<file path="src/rtl/nstp_pkg.sv">
package nstp_pkg;

	localparam int CNT_W = 32;
	localparam int TIME_W = 64;

	localparam logic [CNT_W-1:0] CNT_MAX = {CNT_W{1'b1}};
	localparam logic [TIME_W-1:0] TIME_MAX = {TIME_W{1'b1}};

	// event codes; the fourth code behaves as a read
	localparam logic [1:0] OP_BEGIN = 2'd0;
	localparam logic [1:0] OP_END = 2'd1;
	localparam logic [1:0] OP_READ = 2'd2;

	typedef struct packed {
		logic [1:0] op;
		logic [TIME_W-1:0] timestamp;
	} evt_t;

	typedef struct packed {
		logic [CNT_W-1:0] scopes_started;
		logic [CNT_W-1:0] scopes_nested;
		logic [CNT_W-1:0] scopes_completed;
		logic [CNT_W-1:0] scopes_timed;
		logic [CNT_W-1:0] sequence_errors;
		logic [CNT_W-1:0] clock_errors;
		logic [CNT_W-1:0] open_depth;
		logic [TIME_W-1:0] time_sum;
		logic [TIME_W-1:0] time_max;
		logic saturated;
		logic tracking_lost;
	} snap_t;

endpackage

</file>
<file path="src/rtl/nested_scope_time_profiler_core.sv">
// Nested scope time profiler. Each event transaction (begin, end or read, with a
// 64-bit timestamp in microseconds) returns exactly one snapshot transaction holding
// all counters after the event is applied. The block takes one event per clock cycle
// while snap_ready does not hold it back. A snapshot is presented once its event has
// passed the input register and then the result register. The counter update for one
// event is combinational between those registers. When snap_ready stays low the block
// holds up to two events and then drops evt_ready. Outermost begin latches the start
// time, outermost end adds the elapsed time to a saturating sum and tracks the maximum,
// unless its timestamp is below the start time, which counts a clock error instead.
// Counters saturate and set the sticky saturated flag; a depth overflow stops scope
// tracking until reset, while reads keep working.
module nested_scope_time_profiler_core (
	input  logic             clk,
	input  logic             arst_n,
	input  logic             evt_valid,
	output logic             evt_ready,
	input  nstp_pkg::evt_t   evt,
	output logic             snap_valid,
	input  logic             snap_ready,
	output nstp_pkg::snap_t  snap
);

	localparam int CW = nstp_pkg::CNT_W;
	localparam int TW = nstp_pkg::TIME_W;

	// saturating increment: {hit limit, next value}
	function automatic logic [CW:0] sat_inc(input logic [CW-1:0] c);
		if (c == nstp_pkg::CNT_MAX) begin
			return {1'b1, c};
		end
		return {1'b0, c + 1'b1};
	endfunction

	// input stage
	logic             valid_s1;
	nstp_pkg::evt_t   evt_s1;
	logic             advance;

	// profiler state
	logic [CW-1:0] started_q, nested_q, completed_q, timed_q, bad_seq_q, bad_clk_q, depth_q;
	logic [TW-1:0] start_q, sum_q, peak_q;
	logic          sat_q, lost_q;

	logic [CW-1:0] started_d, nested_d, completed_d, timed_d, bad_seq_d, bad_clk_d, depth_d;
	logic [TW-1:0] start_d, sum_d, peak_d;
	logic          sat_d, lost_d;

	logic [CW:0]   inc_started, inc_nested, inc_completed, inc_timed, inc_bad_seq, inc_bad_clk;
	logic [TW-1:0] span;
	logic [TW:0]   sum_wide;
	logic          clk_err;

	// result register
	logic            snap_valid_q;
	nstp_pkg::snap_t snap_q;

	assign advance = valid_s1 && (!snap_valid_q || snap_ready);
	assign evt_ready = !valid_s1 || advance;

	// hold the accepted event
	always_ff @(posedge clk or negedge arst_n) begin
		if (!arst_n) begin
			valid_s1 <= 1'b0;
		end else if (evt_ready) begin
			valid_s1 <= evt_valid;
		end
	end

	always_ff @(posedge clk) begin
		if (evt_ready && evt_valid) begin
			evt_s1 <= evt;
		end
	end

	// candidate increments and timing arithmetic
	assign inc_started = sat_inc(started_q);
	assign inc_nested = sat_inc(nested_q);
	assign inc_completed = sat_inc(completed_q);
	assign inc_timed = sat_inc(timed_q);
	assign inc_bad_seq = sat_inc(bad_seq_q);
	assign inc_bad_clk = sat_inc(bad_clk_q);
	assign clk_err = evt_s1.timestamp < start_q;
	assign span = evt_s1.timestamp - start_q;
	assign sum_wide = {1'b0, sum_q} + {1'b0, span};

	// apply the event to the state
	always_comb begin
		started_d = started_q;
		nested_d = nested_q;
		completed_d = completed_q;
		timed_d = timed_q;
		bad_seq_d = bad_seq_q;
		bad_clk_d = bad_clk_q;
		depth_d = depth_q;
		start_d = start_q;
		sum_d = sum_q;
		peak_d = peak_q;
		sat_d = sat_q;
		lost_d = lost_q;
		if (!lost_q) begin
			case (evt_s1.op)
				nstp_pkg::OP_BEGIN: begin
					if (depth_q != '0) begin
						nested_d = inc_nested[CW-1:0];
						sat_d = sat_d | inc_nested[CW];
						if (depth_q == nstp_pkg::CNT_MAX) begin
							sat_d = 1'b1;
							bad_seq_d = inc_bad_seq[CW-1:0];
							lost_d = 1'b1;
						end else begin
							depth_d = depth_q + 1'b1;
						end
					end else begin
						started_d = inc_started[CW-1:0];
						sat_d = sat_d | inc_started[CW];
						depth_d = CW'(1);
						start_d = evt_s1.timestamp;
					end
				end
				nstp_pkg::OP_END: begin
					if (depth_q == '0) begin
						bad_seq_d = inc_bad_seq[CW-1:0];
						sat_d = sat_d | inc_bad_seq[CW];
					end else begin
						depth_d = depth_q - 1'b1;
						if (depth_q == CW'(1)) begin
							completed_d = inc_completed[CW-1:0];
							sat_d = sat_d | inc_completed[CW];
							if (clk_err) begin
								bad_clk_d = inc_bad_clk[CW-1:0];
								sat_d = sat_d | inc_bad_clk[CW];
							end else begin
								timed_d = inc_timed[CW-1:0];
								sat_d = sat_d | inc_timed[CW];
								if (sum_wide[TW]) begin
									sum_d = nstp_pkg::TIME_MAX;
									sat_d = 1'b1;
								end else begin
									sum_d = sum_wide[TW-1:0];
								end
								if (span > peak_q) begin
									peak_d = span;
								end
							end
						end
					end
				end
				default: begin
					// read only: state holds
				end
			endcase
		end
	end

	// advance the state once per event
	always_ff @(posedge clk or negedge arst_n) begin
		if (!arst_n) begin
			started_q <= '0;
			nested_q <= '0;
			completed_q <= '0;
			timed_q <= '0;
			bad_seq_q <= '0;
			bad_clk_q <= '0;
			depth_q <= '0;
			start_q <= '0;
			sum_q <= '0;
			peak_q <= '0;
			sat_q <= 1'b0;
			lost_q <= 1'b0;
		end else if (advance) begin
			started_q <= started_d;
			nested_q <= nested_d;
			completed_q <= completed_d;
			timed_q <= timed_d;
			bad_seq_q <= bad_seq_d;
			bad_clk_q <= bad_clk_d;
			depth_q <= depth_d;
			start_q <= start_d;
			sum_q <= sum_d;
			peak_q <= peak_d;
			sat_q <= sat_d;
			lost_q <= lost_d;
		end
	end

	// drive the result transaction
	always_ff @(posedge clk or negedge arst_n) begin
		if (!arst_n) begin
			snap_valid_q <= 1'b0;
		end else if (advance) begin
			snap_valid_q <= 1'b1;
		end else if (snap_ready) begin
			snap_valid_q <= 1'b0;
		end
	end

	always_ff @(posedge clk) begin
		if (advance) begin
			snap_q.scopes_started <= started_d;
			snap_q.scopes_nested <= nested_d;
			snap_q.scopes_completed <= completed_d;
			snap_q.scopes_timed <= timed_d;
			snap_q.sequence_errors <= bad_seq_d;
			snap_q.clock_errors <= bad_clk_d;
			snap_q.open_depth <= depth_d;
			snap_q.time_sum <= sum_d;
			snap_q.time_max <= peak_d;
			snap_q.saturated <= sat_d;
			snap_q.tracking_lost <= lost_d;
		end
	end

	assign snap_valid = snap_valid_q;
	assign snap = snap_q;

endmodule

</file>
<file path="config.mk">
export PLATFORM = sky130hd
export DESIGN_NAME = nested_scope_time_profiler_core
export DESIGN_NICKNAME = d
export VERILOG_FILES = /design/src/rtl/nstp_pkg.sv /design/src/rtl/nested_scope_time_profiler_core.sv
export SDC_FILE = /design/constraint.sdc
export NUM_CORES = 2
export LEC_CHECK = 0
export BUFFER_PORTS_ARGS = -buffer_cell sky130_fd_sc_hd__clkbuf_2
export CAP_MARGIN = 20
export CORE_ASPECT_RATIO = 1.4
export CORE_MARGIN = 4
export CORE_UTILIZATION = 55
export CTS_CLUSTER_SIZE = 20
export DETAILED_ROUTE_END_ITERATION = 7
export PLACE_DENSITY = 0.81
export SYNTH_ARGS = -nofsm -noshare
export SYNTH_HDL_FRONTEND = slang
export SYNTH_SLANG_ARGS = --single-unit
</file>
<file path="constraint.sdc">
create_clock -name clk -period 14.6 [get_ports clk]
set_input_delay 2.19 -clock clk [delete_from_list [all_inputs] [get_ports clk]]
set_output_delay 2.19 -clock clk [all_outputs]
set_load 0.02 [all_outputs]
</file>
==> results.ini <==
[timing]
rsz0062_at_grt = false
fin_crit_ps = 7730
holdWs_ps = 459
fin_crit_sh = 0.529
fmax_mhz = 129
clock_skew_ps = 28.4
drv_slew = 0
finalSetupViolations = 0
tns_ps = 0
worst_pin_slew_ps = 1160
max-slew-margin-rel = 0.216
hold_viol_final = 0

[global_routing]
antenna_found_initial = 2
grt_pass1_vias = 35600
grt_pass1_wl_mm = 194
grt_overflow = 0
grt_max_degree = 153
grt_usage = 0.275

[yosys]
synth_area_um2 = 46200
synthFlopType = edfxtp_1
async_flop_share = 0.500
synth.area.top_cells = edfxtp_1, dfrtp_1, ha_1
synth_edf_count = 420
ys_warn_count = 0
synthDistinctLibCells = 87
avgSynthCellArea_um2 = 9.98
synthCells = 4633
synth_top_cell_by_area = edfxtp_1
ys_seq_elements = 840
seq_area_frac_synth = 0.500
synth_fp_nets = 4906
yosysTopAreaCellShare = 0.273

[hold_path]
min_to = sat_q
worstHoldStart = sat_q
hp-class = register to register
min_delay_path_depth = 1

[floorplanning]
io_pins = 426
die_area_um2 = 88800
fp.dieH_um = 351
die_w_um = 253
floorplan.initialDensity = 0.556
core-area_um2 = 83200
rows = 125

[outcome]
failed_checks = DRC
status = finished, violations left

[clocking]
clockBufferDepth = 3
cts.htree.levels = 3
cts_root_buffer = clkbuf_16
clk_pin_slew_ps = 60
cts_sinks = 840
clock_latency_ps = 650
cts_tree = yes
post-cts-setup-buffers = 0
cts_resized = 0
numCtsBuffers = 83
hold_buffers = 0

[placement]
place_hpwl_mm = 92.3
portBuffers = 425
place.gp.congestion = 0.974

[cells_and_area]
syn2layout_area_growth_pct = 12.3
final_layout_size_suffix_gt1_frac = 0.149
antenna_cells = 0
layout.nets = 5234

[route]
via_count = 36400
drt_iter0_markers = 3136
route.detailed.drc = 2
dr.pass1.iters = 8
wire_per_inst_um = 20.6
antenna_left = 0
routed_wl_mm = 126
drt-vias-per-instance = 5.96

[run]
maxCapViolCount = 0

[critical_path]
timing.rr.end = snap[10]
reg2reg_depth = 21
critPathLaunchType = register
cp_max_fo = 90
r2r_slack_ps = 6870
required_ps = 14990
path_class = register to register
crit_arrival_ps = 8120
reg2reg_from = evt_s1[0]
crit_path_end_kind = register

[power_and_ir_drop]
max-vdd-ir-drop_mv = 0.104
leakagePower_nw = 22.7
p_per_area_nw_per_um2 = 121

==> cell usage in the layout (no fill, tap or decap), types with 18 or more instances in the layout <==
cell,count
xnor2_1,247
dfrtp_1,420
o21ai_1,46
clkbuf_1,18
or3_1,25
buf_4,31
o21ai_0,260
a21o_1,72
clkbuf_16,84
ha_1,201
nor3_1,120
nand3_1,148
a31oi_1,28
and3_1,46
o21bai_1,29
xor2_1,230
nand2b_1,25
o211ai_1,27
and4_1,25
and2_1,29
nor2_1,382
o21a_1,30
a211oi_1,27
nand4_1,115
nor2b_1,18
edfxtp_1,420
nand2_1,560
inv_1,236
nor4_1,46
a21oi_1,245
clkbuf_2,425
mux2_2,104
==> sequential cells by signal, indices dropped and copies added (netlist names), 32 cells and up <==
name,flops
start_q,64
timed_q,32
started_q,32
completed_q,32
bad_clk_q,32
snap,354
evt_s1,66
sum_q,64
peak_q,64
nested_q,32
bad_seq_q,32
depth_q,32
==> power breakdown <==
part	leakage, nW	switching [mW]	internal [mW]	total [mW]
combinational	11.4	0.840	0.427	1.27
clock	1.34	0.942	1.24	2.18
sequential	9.93	0.140	2.67	2.81
==> metal layers <==
layer	GRT usage	vias to the layer above	share of wire
met2	0.485	1401	0.50
met1	0.333	17500	0.38
met3	0.0404	313	0.065
met4	0.127	0	0.051
met5	0	-	0
li1	-	17200	-
==> stage by stage <==
step           utilization  std cells  total power [mW]  area (um^2)  setup WS [ps]
6_report             0.624       6110              6.26        51900           6870
5_1_grt              0.624       6110              6.53        51900           6350
4_1_cts              0.624       6109              6.29        51900           6970
3_5_place_dp         0.591       5954              4.10        49200           7000
3_3_place_gp         0.591       5953              4.07        49200           7180
2_1_floorplan            -       4633              3.72        46200            850
==> cell families after synthesis <==
family	share of synthesized area
buf+inv	0.0380
flops	0.500
compound gates	0.124
mux	0.0301
simple gates	0.162
fa+ha+maj	0.0553
xor+xnor	0.0904
==> synth_stat cells (all sizes together) (7+ instances only) <==
cell type	count
or3	25
dfrtp	420
nand2	563
and4	25
a31o	12
o31a	8
a31oi	28
o21a	30
clkbuf	180
mux2	119
edfxtp	420
buf	37
a211oi	27
a221oi	11
a21boi	11
inv	237
a21oi	246
o21ai	306
a22oi	7
o31ai	14
nor3	121
xnor2	247
o21bai	29
or4	18
nor2	385
o22ai	14
o311ai	7
o221ai	8
a21o	72
nand4	115
nand2b	26
and2	32
xor2	230
ha	201
nand3	148
o211ai	27
and3	46
nor4	46
a221o	7
or2	18
nor2b	18
a41oi	9
==> area by class of cell <==
class | instances | area (um^2)
fill | 6694 | 31300
sequential | 840 | 23100
multi-input combinational | 3339 | 21400
timing repair buffer | 460 | 2420
clock buffer | 111 | 2290
tap | 1079 | 1350
inverter | 237 | 897
clock inverter | 44 | 462
==> worst max path at each step <==
stage | to | cells past startpoint | from
final | snap[10] | 21 | evt_s1[0]
after global routing | snap[11] | 21 | evt_s1[0]
after CTS | snap[11] | 21 | evt_s1[0]
after detailed placement | snap[11] | 21 | evt_s1[0]
after global placement | snap[10] | 21 | evt_s1[0]
after floorplan | bad_seq_q[26] | 7 | snap_ready
==> worst max-delay path, stage by stage (launching register included) <==
cell	delay, ps
edfxtp_1	360
inv_1	80
ha_1	190
fa_1	210
nand2b_1	140
a21oi_1	90
o41a_1	510
o21ai_0	930
o21ai_0	390
a31o_2	340
xnor2_1	280
inv_1	140
ha_1	290
nand4_1	110
nor4_1	420
nand3_1	360
o211ai_1	290
o22ai_1	110
a21oi_1	630
nand2b_4	410
buf_4	690
mux2_2	410
Note: power is estimated with default switching activity, not from simulation.
